[src/rtl/core/assert_macros.svh]
// assertion macros shared by the utc to local datetime rtl
// no dependencies; included by files that carry concurrent checks
`ifndef ASSERT_MACROS_SVH
`define ASSERT_MACROS_SVH

// property that must hold at every clock edge outside reset
`define UTCL_ASSERT(label, clk, rst, prop, msg) \
   label: assert property (@(posedge clk) disable iff (rst) (prop)) else $error(msg);

// condition in one cycle implies expression in the next
`define UTCL_ASSERT_NEXT(label, clk, rst, cond, expr, msg) \
   label: assert property (@(posedge clk) disable iff (rst) (cond) |=> (expr)) else $error(msg);

`endif

[src/rtl/core/utcl_pkg.sv]
// types, constants and calendar functions for the utc to local datetime block
// no dependencies
package utcl_pkg;

   localparam int YEAR_W   = 16;
   localparam int MONTH_W  = 4;
   localparam int DAY_W    = 5;
   localparam int HOUR_W   = 5;
   localparam int MINUTE_W = 6;
   localparam int OFFSET_W = 11;

   // offset register limits and reset value, minutes
   localparam logic signed [OFFSET_W-1:0] OFFSET_MAX   = 11'sd840;
   localparam logic signed [OFFSET_W-1:0] OFFSET_MIN   = -11'sd840;
   localparam logic signed [OFFSET_W-1:0] OFFSET_RESET = 11'sd330;

   localparam logic signed [12:0] MINUTES_PER_DAY = 13'sd1440;

   localparam logic [MONTH_W-1:0] MONTH_JAN = 4'd1;
   localparam logic [MONTH_W-1:0] MONTH_FEB = 4'd2;
   localparam logic [MONTH_W-1:0] MONTH_DEC = 4'd12;

   // reciprocal for exact division by 100 over 16-bit years
   localparam logic [32:0] RECIP_100 = 33'd83887;
   localparam int          SHIFT_100 = 23;

   // reciprocal for exact division by 60 below one day of minutes
   localparam logic [22:0] RECIP_60 = 23'd2185;
   localparam int          SHIFT_60 = 17;

   typedef struct packed {
      logic [YEAR_W-1:0]   year;
      logic [MONTH_W-1:0]  month;
      logic [DAY_W-1:0]    day;
      logic [HOUR_W-1:0]   hour;
      logic [MINUTE_W-1:0] minute;
   } datetime_type;

   // gregorian leap year without a divider
   function automatic logic is_leap(input logic [YEAR_W-1:0] y);
      logic [32:0] prod;
      logic [9:0]  q;
      logic [16:0] back;
      logic        cent;
      prod = {17'b0, y} * RECIP_100;
      q    = prod[SHIFT_100+9:SHIFT_100];
      back = 17'({7'b0, q} * 17'd100);
      cent = (back == {1'b0, y});
      return cent ? (q[1:0] == 2'b00) : (y[1:0] == 2'b00);
   endfunction

   // days in a month, zero for codes that are not a month
   function automatic logic [DAY_W-1:0] month_days(input logic leap,
                                                   input logic [MONTH_W-1:0] m);
      logic [DAY_W-1:0] n;
      unique case (m) inside
         4'd1, 4'd3, 4'd5, 4'd7, 4'd8, 4'd10, 4'd12: n = 5'd31;
         4'd4, 4'd6, 4'd9, 4'd11:                   n = 5'd30;
         MONTH_FEB:                                 n = leap ? 5'd29 : 5'd28;
         default:                                   n = 5'd0;
      endcase
      return n;
   endfunction

endpackage

[src/rtl/core/utcl_if.sv]
// valid/ready channel interfaces for the utc to local datetime block
// depends on utcl_pkg for field widths
interface utcl_req_if;
   logic                           valid;
   logic                           ready;
   logic [utcl_pkg::YEAR_W-1:0]    utc_year;
   logic [utcl_pkg::MONTH_W-1:0]   utc_month;
   logic [utcl_pkg::DAY_W-1:0]     utc_day;
   logic [utcl_pkg::HOUR_W-1:0]    utc_hour;
   logic [utcl_pkg::MINUTE_W-1:0]  utc_minute;

   modport source (output valid, utc_year, utc_month, utc_day, utc_hour, utc_minute,
                   input ready);
   modport sink   (input valid, utc_year, utc_month, utc_day, utc_hour, utc_minute,
                   output ready);
endinterface

interface utcl_rsp_if;
   logic                           valid;
   logic                           ready;
   logic [utcl_pkg::YEAR_W-1:0]    local_year;
   logic [utcl_pkg::MONTH_W-1:0]   local_month;
   logic [utcl_pkg::DAY_W-1:0]     local_day;
   logic [utcl_pkg::HOUR_W-1:0]    local_hour;
   logic [utcl_pkg::MINUTE_W-1:0]  local_minute;

   modport source (output valid, local_year, local_month, local_day, local_hour,
                   local_minute, input ready);
   modport sink   (input valid, local_year, local_month, local_day, local_hour,
                   local_minute, output ready);
endinterface

interface utcl_csr_if;
   logic                                 valid;
   logic                                 ready;
   logic signed [utcl_pkg::OFFSET_W-1:0] utc_offset;

   modport source (output valid, utc_offset, input ready);
   modport sink   (input valid, utc_offset, output ready);
endinterface

[src/rtl/core/utcl_csr.sv]
// offset register with range check on write
// depends on utcl_pkg, utcl_if and assert_macros.svh
`include "assert_macros.svh"

module utcl_csr (
   input  logic                                 clock,
   input  logic                                 reset,
   utcl_csr_if.sink                             csr,
   output logic signed [utcl_pkg::OFFSET_W-1:0] offset
);

   logic signed [utcl_pkg::OFFSET_W-1:0] offset_ff;
   logic signed [utcl_pkg::OFFSET_W-1:0] offset_in;
   logic                                 wr_ok;

   assign csr.ready = 1'b1;

   // out of range writes leave the register alone
   assign wr_ok = csr.valid && (csr.utc_offset >= utcl_pkg::OFFSET_MIN)
                  && (csr.utc_offset <= utcl_pkg::OFFSET_MAX);

   assign offset_in = wr_ok ? csr.utc_offset : offset_ff;

   always_ff @(posedge clock) begin
      if (reset) begin
         offset_ff <= utcl_pkg::OFFSET_RESET;
      end else begin
         offset_ff <= offset_in;
      end
   end

   assign offset = offset_ff;

   `UTCL_ASSERT(a_offset_range, clock, reset, offset_ff >= utcl_pkg::OFFSET_MIN && offset_ff <= utcl_pkg::OFFSET_MAX, "offset register left its range")

endmodule

[src/rtl/core/utcl_calc.sv]
// calendar arithmetic: add minute offset, carry or borrow one day
// depends on utcl_pkg
module utcl_calc (
   input  utcl_pkg::datetime_type               utc,
   input  logic signed [utcl_pkg::OFFSET_W-1:0] offset,
   output utcl_pkg::datetime_type               loc
);

   logic [10:0]        hm;
   logic signed [12:0] t_sum;
   logic signed [12:0] t_fix;
   logic [10:0]        t_adj;
   logic               carry;
   logic               borrow;
   logic [22:0]        p60;
   logic [4:0]         hr;
   logic [10:0]        min_full;
   logic               leap;
   logic [4:0]         dim;
   logic [5:0]         d_inc;
   logic [4:0]         m_inc;

   // minute of day plus offset, range -840 .. 2763
   assign hm    = ({6'b0, utc.hour} << 6) - ({6'b0, utc.hour} << 2) + {5'b0, utc.minute};
   assign t_sum = $signed({2'b00, hm}) + $signed({{2{offset[10]}}, offset});

   assign carry  = (t_sum >= utcl_pkg::MINUTES_PER_DAY);
   assign borrow = t_sum[12];

   always_comb begin
      if (carry) begin
         t_fix = t_sum - utcl_pkg::MINUTES_PER_DAY;
      end else if (borrow) begin
         t_fix = t_sum + utcl_pkg::MINUTES_PER_DAY;
      end else begin
         t_fix = t_sum;
      end
   end

   assign t_adj    = t_fix[10:0];
   assign p60      = {12'b0, t_adj} * utcl_pkg::RECIP_60;
   assign hr       = p60[utcl_pkg::SHIFT_60+4:utcl_pkg::SHIFT_60];
   assign min_full = t_adj - ({6'b0, hr} << 6) + ({6'b0, hr} << 2);

   // leap only matters for the unchanged year, so one check suffices
   assign leap  = utcl_pkg::is_leap(utc.year);
   assign dim   = utcl_pkg::month_days(leap, utc.month);
   assign d_inc = {1'b0, utc.day} + 6'd1;
   assign m_inc = {1'b0, utc.month} + 5'd1;

   always_comb begin
      loc        = utc;
      loc.hour   = hr;
      loc.minute = min_full[5:0];
      if (carry) begin
         if (d_inc > {1'b0, dim}) begin
            loc.day = 5'd1;
            if (m_inc > {1'b0, utcl_pkg::MONTH_DEC}) begin
               loc.month = utcl_pkg::MONTH_JAN;
               loc.year  = utc.year + 16'd1;
            end else begin
               loc.month = m_inc[3:0];
            end
         end else begin
            loc.day = d_inc[4:0];
         end
      end else if (borrow) begin
         if (utc.day > 5'd1) begin
            loc.day = utc.day - 5'd1;
         end else if (utc.month > utcl_pkg::MONTH_JAN) begin
            loc.month = utc.month - 4'd1;
            loc.day   = utcl_pkg::month_days(leap, utc.month - 4'd1);
         end else begin
            // year zero stays at zero
            loc.month = utcl_pkg::MONTH_DEC;
            loc.year  = (utc.year != 16'd0) ? utc.year - 16'd1 : 16'd0;
            loc.day   = utcl_pkg::month_days(1'b0, utcl_pkg::MONTH_DEC);
         end
      end
   end

endmodule

[src/rtl/core/utc_to_local_datetime.sv]
// top level of the utc to local datetime converter
// depends on utcl_pkg, utcl_if, utcl_csr, utcl_calc and assert_macros.svh
//
// Converts a UTC date and time (year, month, day, hour, minute) to local time by
// adding the signed minute offset held in the csr register (reset +330 minutes,
// writes outside -840..+840 are dropped). At most one day is carried forward or
// borrowed back, with Gregorian month lengths; January 1 of year 0 steps back to
// December 31 of year 0, and December 31 of year 65535 steps on to January 1 of
// year 0. Throughput is one transfer per clock while rsp is not stalled: an item
// is held in the input register, and the calendar logic (a constant-reciprocal
// multiply for the century test and one for the hour split) runs between it
// and the result register, which offers the result on rsp. The result register
// holds a result while rsp is stalled and the input register still takes one
// new request before the input stalls too. Offset writes apply to any item not
// yet in the result register and should be made with the block idle.
`include "assert_macros.svh"

module utc_to_local_datetime (
   input  logic      clock,
   input  logic      reset,
   utcl_req_if.sink  req,
   utcl_rsp_if.source rsp,
   utcl_csr_if.sink  csr
);

   // offset register
   logic signed [utcl_pkg::OFFSET_W-1:0] offset;

   utcl_csr u_csr (
      .clock  (clock),
      .reset  (reset),
      .csr    (csr),
      .offset (offset)
   );

   // pipeline control
   logic                   s1_valid_ff;
   logic                   s1_valid_in;
   utcl_pkg::datetime_type s1_item_ff;
   utcl_pkg::datetime_type s1_item_in;
   logic                   rsp_valid_ff;
   logic                   rsp_valid_in;
   utcl_pkg::datetime_type rsp_item_ff;
   utcl_pkg::datetime_type rsp_item_in;
   utcl_pkg::datetime_type calc_out;
   logic                   s2_free;
   logic                   s1_move;
   logic                   req_fire;

   // result slot is free when empty or being drained this cycle
   assign s2_free   = !rsp_valid_ff || rsp.ready;
   assign s1_move   = s1_valid_ff && s2_free;
   assign req.ready = !s1_valid_ff || s2_free;
   assign req_fire  = req.valid && req.ready;

   // input register
   always_comb begin
      s1_item_in = s1_item_ff;
      if (req_fire) begin
         s1_item_in.year   = req.utc_year;
         s1_item_in.month  = req.utc_month;
         s1_item_in.day    = req.utc_day;
         s1_item_in.hour   = req.utc_hour;
         s1_item_in.minute = req.utc_minute;
      end
   end

   always_comb begin
      if (req_fire) begin
         s1_valid_in = 1'b1;
      end else if (s1_move) begin
         s1_valid_in = 1'b0;
      end else begin
         s1_valid_in = s1_valid_ff;
      end
   end

   // calendar arithmetic between the two registers
   utcl_calc u_calc (
      .utc    (s1_item_ff),
      .offset (offset),
      .loc    (calc_out)
   );

   // result register
   assign rsp_item_in = s1_move ? calc_out : rsp_item_ff;

   always_comb begin
      if (s1_move) begin
         rsp_valid_in = 1'b1;
      end else if (rsp.ready) begin
         rsp_valid_in = 1'b0;
      end else begin
         rsp_valid_in = rsp_valid_ff;
      end
   end

   always_ff @(posedge clock) begin
      if (reset) begin
         s1_valid_ff  <= 1'b0;
         rsp_valid_ff <= 1'b0;
      end else begin
         s1_valid_ff  <= s1_valid_in;
         rsp_valid_ff <= rsp_valid_in;
      end
   end

   // payload registers, no reset needed
   always_ff @(posedge clock) begin
      s1_item_ff  <= s1_item_in;
      rsp_item_ff <= rsp_item_in;
   end

   // result port
   assign rsp.valid        = rsp_valid_ff;
   assign rsp.local_year   = rsp_item_ff.year;
   assign rsp.local_month  = rsp_item_ff.month;
   assign rsp.local_day    = rsp_item_ff.day;
   assign rsp.local_hour   = rsp_item_ff.hour;
   assign rsp.local_minute = rsp_item_ff.minute;

   `UTCL_ASSERT(a_rsp_time_range, clock, reset, !rsp_valid_ff || (rsp_item_ff.hour < 5'd24 && rsp_item_ff.minute < 6'd60), "local time of day out of range")
   `UTCL_ASSERT_NEXT(a_s1_held, clock, reset, s1_valid_ff && !s2_free, s1_valid_ff && $stable(s1_item_ff), "stalled input item lost or changed")
   `UTCL_ASSERT_NEXT(a_s1_to_rsp, clock, reset, s1_valid_ff && s2_free, rsp_valid_ff, "input item moved but no result offered")

endmodule

[src/flat_wrapper.sv]
// flat-port wrapper written by rule: the top's interface ports become plain ports
module utc_to_local_datetime_flat 
  (clock, reset, req_valid, req_utc_year, req_utc_month, req_utc_day, req_utc_hour, req_utc_minute, req_ready, rsp_valid, rsp_local_year, rsp_local_month, rsp_local_day, rsp_local_hour, rsp_local_minute, rsp_ready, csr_valid, csr_utc_offset, csr_ready);
  utcl_req_if req_i ();
  utcl_rsp_if rsp_i ();
  utcl_csr_if csr_i ();
  input  logic clock;
  input  logic reset;
  input wire logic [$bits(req_i.valid)-1:0] req_valid;
  input wire logic [$bits(req_i.utc_year)-1:0] req_utc_year;
  input wire logic [$bits(req_i.utc_month)-1:0] req_utc_month;
  input wire logic [$bits(req_i.utc_day)-1:0] req_utc_day;
  input wire logic [$bits(req_i.utc_hour)-1:0] req_utc_hour;
  input wire logic [$bits(req_i.utc_minute)-1:0] req_utc_minute;
  output wire logic [$bits(req_i.ready)-1:0] req_ready;
  output wire logic [$bits(rsp_i.valid)-1:0] rsp_valid;
  output wire logic [$bits(rsp_i.local_year)-1:0] rsp_local_year;
  output wire logic [$bits(rsp_i.local_month)-1:0] rsp_local_month;
  output wire logic [$bits(rsp_i.local_day)-1:0] rsp_local_day;
  output wire logic [$bits(rsp_i.local_hour)-1:0] rsp_local_hour;
  output wire logic [$bits(rsp_i.local_minute)-1:0] rsp_local_minute;
  input wire logic [$bits(rsp_i.ready)-1:0] rsp_ready;
  input wire logic [$bits(csr_i.valid)-1:0] csr_valid;
  input wire logic [$bits(csr_i.utc_offset)-1:0] csr_utc_offset;
  output wire logic [$bits(csr_i.ready)-1:0] csr_ready;
  assign req_i.valid = req_valid;
  assign req_i.utc_year = req_utc_year;
  assign req_i.utc_month = req_utc_month;
  assign req_i.utc_day = req_utc_day;
  assign req_i.utc_hour = req_utc_hour;
  assign req_i.utc_minute = req_utc_minute;
  assign req_ready = req_i.ready;
  assign rsp_valid = rsp_i.valid;
  assign rsp_local_year = rsp_i.local_year;
  assign rsp_local_month = rsp_i.local_month;
  assign rsp_local_day = rsp_i.local_day;
  assign rsp_local_hour = rsp_i.local_hour;
  assign rsp_local_minute = rsp_i.local_minute;
  assign rsp_i.ready = rsp_ready;
  assign csr_i.valid = csr_valid;
  assign csr_i.utc_offset = csr_utc_offset;
  assign csr_ready = csr_i.ready;
  utc_to_local_datetime u_core (.clock(clock), .reset(reset), .req(req_i), .rsp(rsp_i), .csr(csr_i));
endmodule
[config.mk]
export PLATFORM = sky130hd
export DESIGN_NAME = utc_to_local_datetime_flat
export DESIGN_NICKNAME = d
export VERILOG_FILES = /design/src/rtl/core/utcl_pkg.sv /design/src/rtl/core/utcl_if.sv /design/src/rtl/core/utcl_csr.sv /design/src/rtl/core/utcl_calc.sv /design/src/rtl/core/utc_to_local_datetime.sv /design/src/flat_wrapper.sv
export VERILOG_INCLUDE_DIRS = /design/src /design/src/rtl/core
export SDC_FILE = /design/constraint.sdc
export NUM_CORES = 1
export LEC_CHECK = 0
export BUFFER_PORTS_ARGS = -buffer_cell sky130_fd_sc_hd__buf_2
export CORE_MARGIN = 3
export CORE_UTILIZATION = 25
export DETAILED_ROUTE_END_ITERATION = 6
export PLACE_DENSITY = 0.47
export SKIP_LAST_GASP = 1
export SYNTH_ARGS = -nofsm -noshare
export SYNTH_HDL_FRONTEND = slang
export SYNTH_SLANG_ARGS = --single-unit
[constraint.sdc]
create_clock -name clock -period 12.8 [get_ports clock]
set_input_delay 0 -clock clock [delete_from_list [all_inputs] [get_ports clock]]
set_output_delay 0 -clock clock [all_outputs]
set_load 0.01 [all_outputs]
== Word level (Yosys, flattened, before mapping) ==
Index checks and enable logic that the tools add are counted.

* Add/subtract/negate cells: 13
* Multiply operators: 3
* $lt $le $gt $ge: 7
* Eq/ne operators: 25
* Multiplexer cells: 21
* Reduce and logical (&&, ||, !) cells: 17

{| class="wikitable"
|+ Operators by type and width
! operator !! number
|-
| two-way mux 25 bit || 2
|-
| two-way mux 16 bit || 3
|-
| equality test 4 bit (second input constant) || 10
|-
| two-way mux 20 bit || 2
|-
| multiplier 16 x 17 -> 33 bit (second input constant) || 1
|-
| equality test 4 x 3 -> 1 bit (second input constant) || 8
|-
| one-hot mux 5 bit (3 select lines) || 2
|-
| multiplier 11 x 12 -> 22 bit (second input constant) || 1
|-
| two-way mux 11 bit || 2
|-
| equality test 17 x 16 -> 1 bit || 1
|-
| adder 16 x 1 -> 16 bit (second input constant) || 1
|-
| equality test 4 x 2 -> 1 bit (second input constant) || 4
|-
| nonzero test 16 bit || 1
|-
| subtractor 16 x 1 -> 16 bit (second input constant) || 1
|-
| multiplier 10 x 5 -> 15 bit (second input constant) || 1
|-
| OR reduction 7 bit || 2
|-
| adder 12 x 11 -> 13 bit || 1
|-
| >= comparator 13 x 12 -> 1 bit (second input constant) || 1
|-
| adder 11 bit (second input constant) || 1
|-
| adder 11 x 6 -> 11 bit || 1
|-
| >= comparator 11 bit (second input constant) || 1
|-
| less-or-equal comparator 11 bit (second input constant) || 1
|-
| subtractor 11 bit (second input constant) || 1
|-
| subtractor 11 x 7 -> 11 bit || 1
|-
| 21 further kinds || 36
|}

* Register bits: 85
* Input bits: 52
* Output and inout bits: 39
* Logic and storage cells: 99

== Logic depth before layout (Yosys ltp) ==
Gate-level depths: netlist (run 1).

* Depth after elaboration: 10
* Mapped depth: 48
* Depth with buffers taken out: 46

== Hierarchy ==
From an unflattened synthesis (run 1), not the netlist that was laid out.

* Cell total of the unflattened synthesis: 1310
* Area, all modules: 12864.8 um^2

{| class="wikitable"
|+ Modules (own cells, without submodules)
! module !! times used !! cells an instance !! area each (um^2) !! sequential area each (um^2)
|-
| utcl_calc || 1 || 1176 || 10077.2 || 0.0
|-
| utc_to_local_datetime || 1 || 82 || 2265.9 || 2202.1
|-
| utcl_csr || 1 || 52 || 521.8 || 220.2
|}

== Worst setup path before layout (run 1) ==
OpenSTA, ideal clock, no wires.

* Path kind: register -> register
* From: register u_core.s1_item_ff[24] (netlist bit)
* To: register u_core.rsp_item_ff (netlist bit u_core.rsp.local_year[5]) (data pin)
* Library setup time: 0.269 ns
* Data arrival time: 10.279 ns
* Data required time: 12.531 ns
* Slack: 2.252 ns
* Cell stages (with the launch flop): 47
* Path buffers: 1
* Period minus slack after synthesis: 10.548 ns
* Path through: edfxtp_1 > fa_1 > inv_1 > fa_1 > inv_1 > fa_1 > fa_1 > fa_1 > inv_1 > fa_1 > inv_1 > ha_1 > a21oi_1 > o22ai_1 > a211oi_1 > o21ai_0 > o31a_1 > o41ai_1 > [... 11 more ...] > o41ai_1 > o21bai_1 > a21oi_1 > xnor2_1 > nand4_1 > nor3_1 > o22ai_1 > ha_1 > nor2b_1 > o21a_1 > o21ai_0 > a21oi_1 > o22a_1 > or2_2 > clkbuf_1 > nand2_1 > o311ai_0 > o21ai_1

{| class="wikitable"
|+ RTL lines
! element !! line !! RTL
|-
| from (decl) || utc_to_local_datetime.sv:39 || <nowiki>utcl_pkg::datetime_type s1_item_ff;</nowiki>
|-
| from (signal assigned) || utc_to_local_datetime.sv:110 || <nowiki>s1_item_ff <= s1_item_in;</nowiki>
|-
| to (signal assigned) || utc_to_local_datetime.sv:111 || <nowiki>rsp_item_ff <= rsp_item_in;</nowiki>
|-
| to (decl) || utc_to_local_datetime.sv:43 || <nowiki>utcl_pkg::datetime_type rsp_item_ff;</nowiki>
|}

==> results of run 1 <==
-- cells in the mapped netlist (4+ instances only) --
library cell,count
xnor2_1,43
a21oi_1,55
and3_1,19
or2_2,9
a31o_2,5
o21ai_1,6
clkbuf_1,18
o21a_1,13
a21o_1,11
nand3_1,30
dfxtp_1,13
mux2i_1,8
nand2b_1,6
o211ai_1,7
inv_1,255
edfxtp_1,72
xor2_1,27
o31a_1,5
ha_1,260
fa_1,110
nor2b_1,12
o21ai_0,38
and2_1,7
nor2_1,81
or3_1,4
a31oi_1,15
a211o_1,9
nor3_1,26
nand2_1,31
nor4_1,4
nand4_1,9
a211oi_1,8
-- kinds of logic after synthesis --
family          share of synthesized area
mux                              0.008266
flops                              0.1952
other cells                     0.0003021
buf+inv                           0.08548
simple gates                      0.09859
xor+xnor                          0.04940
compound gates                     0.1233
fa+ha+maj                          0.4395
-- metal layers --
| layer | vias to the layer above | wire (microns) |
|---|---|---|
| met5 | - | 0 |
| met4 | 0 | 357 |
| met3 | 20 | 1137 |
| met2 | 139 | 15080 |
| met1 | 4639 | 17770 |
| li1 | 4696 | - |
-- final timing paths --
path / cells after the start / slack (ps) / end
worst min-delay path: 3 / 40 / u_core.u_csr.offset[10]$_SDFFE_PP0P_
worst max register to register: 46 / 990 / u_core.rsp.local_year[14]$_DFFE_PP_
worst min register to register: 1 / 480 / u_core.u_csr.offset[6]$_SDFFE_PP1P_
worst max-delay path: 46 / 990 / u_core.rsp.local_year[14]$_DFFE_PP_
-- per-stage QoR --
stage / utilization / cells
finish: 0.2972 / 2099
global route: 0.2972 / 2099
detailed placement: 0.2794 / 2026
CTS: 0.2972 / 2099
global placement: 0.2794 / 2026
floorplan: - / 1286
-- sequential cells by signal, summed over array words and instances (netlist names) --
name / cells
u_core.s1_item_ff: 36
u_core.rsp.local_year: 16
u_core.u_csr.offset: 11
u_core.rsp.local_minute: 6
u_core.rsp.local_day: 5
u_core.rsp.local_hour: 5
u_core.rsp.local_month: 4
u_core.rsp.valid: 1
u_core.s1_valid_ff: 1
-- cell type report --
| class | instances | share of cell area |
|---|---|---|
| Inverter | 256 | 0.06605 |
| Tap cell | 664 | 0.05710 |
| Timing Repair Buffer | 156 | 0.07499 |
| Multi-Input combinational cell | 922 | 0.6149 |
| Sequential cell | 85 | 0.1665 |
| Clock buffer | 10 | 0.01574 |
| Clock inverter | 6 | 0.004730 |
-- worst max-delay path, delay by kind of cell (launching register included) --
kind,cells,cell delay (ps)
simple gates,8,1600
buf+inv,7,500
flops,1,610
xor+xnor,2,320
compound gates,17,3410
fa+ha+maj,12,5120
-- timing repair --
| item | in CTS | in global routing |
|---|---|---|
| hold buffers | 57 | 0 |
| gates resized for setup | 0 | 1 |
| hold endpoints to repair | 48 | 0 |
| endpoints found under the setup margin | 0 | 6 |
==> results.yml, run 1 <==
floorplanning:
  pin_count: 91
  die_y_microns: 228.8
  start_util: 0.2536
  die_x_microns: 228.8
  dieArea_sq_um: 52360
  row_count: 81
  core_area_sq_um: 48950
placed_design:
  place_ws_ps: 844.7
  io_buffers: 89
  gp_congestion: 0.8664
  dp_hpwl_mm: 28.27
  dpl_cell_area_sq_um: 13680
clocking:
  clkTransAtPathRegs_ps: 70
  insertion_delay_ps: 380
  cts_max_path_buffers: 2
  cts_setup_buffers: 0
  numCtsBuffers: 9
  cts_tree: "done"
  ctsHtreeMaxLevel: 3
  root_buffer: "clkbuf_16"
  clock_sinks: 85
route:
  drtIter0Drc: 481
  drt-total-wl_mm: 34.35
  vias: 9494
  drt-wirelength-per-cell_microns: 16.36
  drc: 0
  vias_per_cell: 4.523
  antenna_left: 0
  drt_first_pass_iters: 5
global_route:
  grt-ovfl-total: 0
  grt_pass1_vias: 9685
  use_met3: 0.02455
  antenna_found_initial: 2
  grt_first_pass_wirelength_mm: 54.43
  grt_max_degree: 37
  busiest_layer: "met2"
  grt_use_total: 0.1332
  grt_use_met2: 0.2044
  grt_use_met1: 0.1970
logic_synthesis:
  ys_seq_area_frac: 0.1952
  ys_types: 73
  synth-edff-count: 72
  synth_area_leader_cell: "ha_1"
  synth_top_flop_cell: "edfxtp_1"
  syn_area_sq_um: 12410
  ys_warn_count: 0
  synth_seq_cells: 85
  postSynthNetCount: 1708
  synthArstFlopShare: 0
  synth_area_per_cell_sq_um: 9.652
  synth_top_area_share: 0.2621
  synthCells: 1286
  yosys-top-cells-area: "ha_1 (26%), fa_1 (18%), edfxtp_1 (17%), inv_1 (7.7%), xnor2_1 (3.0%)"
final_layout:
  antenna_cells: 0
  final_common_cell: "ha_1"
  multiInputGateArea_sq_um: 8946
  final-seq-area_sq_um: 2422
  finalNetCount: 1852
  finish.instance_area_sq_um: 14550
  area_growth_pct: 17.22
  fillers: 5154
  final_cell_mix: "ha_1 (260), inv_1 (255), fa_1 (110)"
  drive_gt1_frac: 0.09895
worst_setup_path:
  worstSetupPathType: "flip-flop to flip-flop"
  crit_arrival_ps: 11940
  max_stage_delay_ps: 640
  cp_max_fo: 11
  critPathCaptureType: "flip-flop"
  rr_startpoint: "u_core.s1_item_ff[26]$_DFFE_PP_"
  cp.required_ps: 12920
  crit_top_cell: "fa_1"
  crit_slowest_cell: "fa_1"
  crit_start: "u_core.s1_item_ff[26]$_DFFE_PP_"
  cp-start-kind: "flip-flop"
outcome:
  status: "finished, final reports clean"
timing:
  period_share: 0.9229
  period_needed_ps: 11810
  maxSlewViolCount: 0
  hold_slack_ps: 39.15
  setup_viol: 0
  max_freq_mhz: 84.65
  max_slew.worst_pin.slew_ps: 1131
  finalHoldViolCount: 0
  fin_skew_ps: 18.48
  setup_ws_ps: 986.4
  rsz0062_at_grt: "false"
  fin_setup_tns_ps: 0
  slew_headroom: 0.2458
run:
  cap_violations: 0
min_path:
  min_from: "csr_utc_offset[10]"
  min_path_type: "input pin to flip-flop"
Power of run 1 is not shown: default switching activity piles up to over one toggle a cycle in this logic, so the estimate is an artifact.
==> inputs of run 2 (changes only) <==
Settings changed: PLACE_DENSITY 0.47 to 0.48.
Clock period 12.8 ns to 10.6 ns, I/O delays scaled along.
==> results.yml, run 2 (synthesis gave the netlist of run 1 again) <==
clocking:
  clock_sinks: 85
  insertion_delay_ps: 380
  numCtsBuffers: 9
  cts_max_path_buffers: 2
  cts_tree: "done"
  root_buffer: "clkbuf_16"
  clkTransAtPathRegs_ps: 70
  ctsHtreeMaxLevel: 3
timing:
  setup_ws_ps: 91.80
  max_slew.worst_pin.slew_ps: 1156
  hold_slack_ps: 45.11
  period_share: 0.9913
  fin_skew_ps: 17.03
  maxSlewViolCount: 0
  period_needed_ps: 10510
  rsz0062_at_grt: "true"
  max_freq_mhz: 95.16
  slew_headroom: 0.2290
  finalHoldViolCount: 0
  setup_viol: 0
floorplanning:
  dieArea_sq_um: 52360
  start_util: 0.2536
  die_x_microns: 228.8
  core_area_sq_um: 48950
  die_y_microns: 228.8
  pin_count: 91
  row_count: 81
worst_setup_path:
  critPathCaptureType: "flip-flop"
  max_stage_delay_ps: 560
  reg2reg_depth: 47
  cp_max_fo: 6
  crit_arrival_ps: 10630
  cp.required_ps: 10720
  rrSetupSlack_ps: 90
  cp-start-kind: "flip-flop"
  crit_slowest_cell: "fa_1"
  crit_top_cell: "fa_1"
  worstSetupPathType: "flip-flop to flip-flop"
route:
  drt_first_pass_iters: 5
  drtIter0Drc: 411
  antenna_left: 0
  drt-wirelength-per-cell_microns: 16.15
  vias_per_cell: 4.498
  drc: 0
  vias: 9944
  drt-total-wl_mm: 35.71
placed_design:
  io_buffers: 89
  place_ws_ps: -479.0
  dp_hpwl_mm: 28.72
  gp_congestion: 0.8636
  dpl_cell_area_sq_um: 14290
global_route:
  grt_pass1_vias: 10480
  grt_use_total: 0.1379
  grt-ovfl-total: 0
  grt_first_pass_wirelength_mm: 56.97
  grt_max_degree: 37
  antenna_found_initial: 3
run:
  cap_violations: 0
final_layout:
  final_cell_mix: "ha_1 (244), inv_1 (242), buf_4 (110)"
  finish.instance_area_sq_um: 16010
  area_growth_pct: 29.02
  drive_gt1_frac: 0.2237
  final_common_cell: "ha_1"
  top_register: "u_core.s1_item_ff"
  antenna_cells: 0
  finalNetCount: 1964
  largest_reg_flops: 36
min_path:
  min_path_cells: 3
  min_path_type: "input pin to flip-flop"
outcome:
  status: "finished, final reports clean"
run 2: changes by cell type in the layout (fill, tap and decap cells not counted), sizes merged:
| cell | previous run | this run |
|---|---|---|
| inv | 259 | 260 |
| buf | 99 | 211 |
| clkinv | 2 | 1 |
run 2: final timing paths:
check                                           start                                    to
setup / recovery      u_core.s1_item_ff[31]$_DFFE_PP_   u_core.rsp.local_year[11]$_DFFE_PP_
hold / removal                     csr_utc_offset[10]  u_core.u_csr.offset[10]$_SDFFE_PP0P_
setup reg to reg      u_core.s1_item_ff[31]$_DFFE_PP_   u_core.rsp.local_year[11]$_DFFE_PP_
hold reg to reg   u_core.u_csr.offset[8]$_SDFFE_PP1P_   u_core.u_csr.offset[8]$_SDFFE_PP1P_
run 2: cell type report:
| cell class | instances | area, sq um |
|---|---|---|
| fillers | 5085 | 32940 |
| multi-input cells | 922 | 9505 |
| flip-flops and latches | 85 | 2422 |
| repair buffers | 268 | 1977 |
| inverters | 256 | 963.4 |
| well taps | 664 | 830.8 |
| clock buffers | 10 | 239.0 |
| clock inverters | 6 | 76.32 |
run 2: timing repair:
action	in CTS	in global routing
hold endpoints to repair	48	0
buffers inserted	17	14
pin swaps	34	74
cloned	1	0
endpoints found under the setup margin	25	25
gates resized for setup	43	92
hold buffers	57	0
run 2: routing by layer:
layer | track usage | wire length, microns | vias to the layer above
met5 | 0 | 13 | -
met4 | 0.02627 | 386 | 2
met1 | 0.1963 | 17410 | 4823
met2 | 0.2169 | 16020 | 176
li1 | - | - | 4918
met3 | 0.02904 | 1881 | 25
run 2: critical path: cells and delay by family, from the launching register on:
| family | cells | cell delay [ps] |
|---|---|---|
| simple gates | 9 | 1190 |
| fa+ha+maj | 12 | 4980 |
| buf+inv | 11 | 1290 |
| compound gates | 13 | 2080 |
| flops | 1 | 470 |
| xor+xnor | 2 | 250 |
run 2: per-stage QoR:
step | util | cells | setup TNS (ps)
final | 0.3271 | 2211 | 0
after global routing | 0.3271 | 2211 | -6472
after global placement | 0.2918 | 2107 | -1901
after CTS | 0.3170 | 2197 | 0
after floorplan | - | 1286 | 0
after detailed placement | 0.2918 | 2107 | -8365
Power of run 2 is left out for the same reason.
==> inputs of run 3 (changes only) <==
Settings changed: ABC_AREA set to 1.
==> results.yml, run 3 <==
global_route:
  grt_max_degree: 37
  grt_pass1_vias: 11470
  grt-ovfl-total: 0
  grt_use_total: 0.1392
  antenna_found_initial: 2
  grt_first_pass_wirelength_mm: 62.25
logic_synthesis:
  syn_area_sq_um: 13610
  synth_seq_cells: 85
  synth-compound-area-share: 0.06580
  synthArstFlopShare: 0
  synth_top_area_share: 0.2389
  synth.cells.most_frequent: "inv_1 (379), nand2_1 (361), ha_1 (260), fa_1 (110), nor2_1 (107)"
  ys_seq_area_frac: 0.1779
  synth-adder-area-share: 0.4007
  yosys.area_share.simple: 0.1951
  synth_area_per_cell_sq_um: 7.990
  ys_types: 52
  yosys-top-cells-area: "ha_1 (24%), fa_1 (16%), edfxtp_1 (16%), inv_1 (10%), nand2_1 (10%)"
  synth_top_family_by_area: "adder cells"
  postSynthNetCount: 2126
  synth.most_common_cell: "inv_1"
  synth_area_leader_cell: "ha_1"
  synth-edff-count: 72
  synthXorXnorAreaFrac: 0.04724
  synth_mux_area_frac: 0
  ys_warn_count: 0
  synthCells: 1704
  synth_top_flop_cell: "edfxtp_1"
clocking:
  numCtsBuffers: 9
  insertion_delay_ps: 360
  cts_max_path_buffers: 2
  root_buffer: "clkbuf_16"
  clkTransAtPathRegs_ps: 70
  clock_sinks: 85
  ctsHtreeMaxLevel: 3
  cts_tree: "done"
route:
  wl_met1_mm: 20.19
  antenna_left: 0
  drt-wirelength-per-cell_microns: 15.37
  drtIter0Drc: 600
  vias_per_cell: 4.459
  drt_first_pass_iters: 5
  vias: 11620
  met2_length_mm: 17.98
  drc: 0
  wl_met3_mm: 1.600
  drt-total-wl_mm: 40.07
  highest_layer: "met4"
final_layout:
  area_growth_pct: 21.35
  final_cell_mix: "inv_1 (370), nand2_1 (355), ha_1 (244)"
  final_common_cell: "inv_1"
  finalNetCount: 2335
  drive_gt1_frac: 0.1418
  largest_reg_flops: 36
  top_register: "u_core.s1_item_ff"
worst_setup_path:
  rrSetupSlack_ps: 680
  crit_top_cell: "nand2_1"
  worstSetupPathType: "flip-flop to flip-flop"
  cp-start-kind: "flip-flop"
  critPathCaptureType: "flip-flop"
  crit_slowest_cell: "fa_1"
  rr_startpoint: "u_core.s1_item_ff[22]$_DFFE_PP_"
  reg2reg_depth: 60
  cp.required_ps: 10700
  r2r_end: "u_core.rsp.local_year[8]$_DFFE_PP_"
  crit_arrival_ps: 10030
  max_stage_delay_ps: 530
  cp_max_fo: 4
min_path:
  min_path_cells: 3
  min_from: "csr_utc_offset[10]"
  min_path_type: "input pin to flip-flop"
  hold_end: "u_core.u_csr.offset[10]$_SDFFE_PP0P_"
floorplanning:
  pin_count: 91
  core_area_sq_um: 53180
  die_x_microns: 239.4
  start_util: 0.2560
  dieArea_sq_um: 57290
  row_count: 84
  die_y_microns: 239.4
timing:
  max_slew.worst_pin.slew_ps: 755.1
  maxSlewViolCount: 0
  period_share: 0.9362
  max_freq_mhz: 100.8
  period_needed_ps: 9924
  finalHoldViolCount: 0
  slew_headroom: 0.4960
  fin_skew_ps: 11.35
  setup_viol: 0
  hold_slack_ps: 32.49
outcome:
  status: "finished, final reports clean"
placed_design:
  io_buffers: 89
  dp_hpwl_mm: 34.11
  gp_congestion: 0.8567
run:
  cap_violations: 0
## run 3: routing by layer
metal | GRT usage | vias up
met3 | 0.01612 | 19
met4 | 0.01924 | 0
met1 | 0.2082 | 5531
met5 | 0 | -
li1 | - | 5828
met2 | 0.2199 | 246
## run 3: worst max-delay path by stage
stage                                                from                                  to  slack, ps  cells past startpoint
after global placement    u_core.s1_item_ff[30]$_DFFE_PP_  u_core.rsp.local_year[8]$_DFFE_PP_        270                     53
after CTS                 u_core.s1_item_ff[30]$_DFFE_PP_  u_core.rsp.local_year[8]$_DFFE_PP_        160                     53
final                     u_core.s1_item_ff[22]$_DFFE_PP_  u_core.rsp.local_year[8]$_DFFE_PP_        680                     60
after detailed placement  u_core.s1_item_ff[30]$_DFFE_PP_  u_core.rsp.local_year[8]$_DFFE_PP_        210                     53
after floorplan           u_core.s1_item_ff[34]$_DFFE_PP_  u_core.rsp.local_year[8]$_DFFE_PP_       1210                     57
after global routing      u_core.s1_item_ff[22]$_DFFE_PP_  u_core.rsp.local_year[8]$_DFFE_PP_        -20                     60
## run 3: layout make-up
cell class,instances,area (sq um)
Antenna cell,1,2.502
Clock buffer,11,242.7
Clock inverter,5,61.31
Fill cell,5719,36660
Inverter,380,1426
Multi-Input combinational cell,1223,9987
Sequential cell,85,2422
Tap cell,688,860.8
Timing Repair Buffer,214,1518
## run 3: critical path: cells and delay by family (launching register included)
kind	cells	cell delay, ps
xor+xnor	1	170
flops	1	460
fa+ha+maj	12	4820
compound gates	6	630
simple gates	30	2670
buf+inv	11	890
## run 3: cell families (layout without fill, tap and decap cells)
family	Yosys count	in the layout
AO/OA/AOI/OAI	157	157
XOR/XNOR	68	68
adder cells (fa/ha/maj)	370	370
buffers and inverters	396	610
flip-flops	85	85
other	1	2
AND/OR/NAND/NOR	627	627
## run 3: what timing repair did
| item | in CTS | in global routing |
|---|---|---|
| setup endpoints to repair | 0 | 25 |
| setup buffers | 0 | 24 |
| hold buffers | 49 | 0 |
| hold endpoints to repair | 48 | 0 |
| gates resized for setup | 0 | 67 |
## run 3: metrics by stage
stage / std cells / instance area (sq um) / setup TNS (ps) / utilization / setup slack, ps
after global routing: 2606 / 16520 / -23.58 / 0.3106 / -23.58
after detailed placement: 2517 / 15210 / 0 / 0.2860 / 208.3
after floorplan: 1704 / 13610 / 0 / - / 1208
after global placement: 2517 / 15210 / 0 / 0.2860 / 273.3
final: 2607 / 16520 / 0 / 0.3107 / 675.9
after CTS: 2582 / 16010 / 0 / 0.3010 / 162.8
Power of run 3 is left out for the same reason.
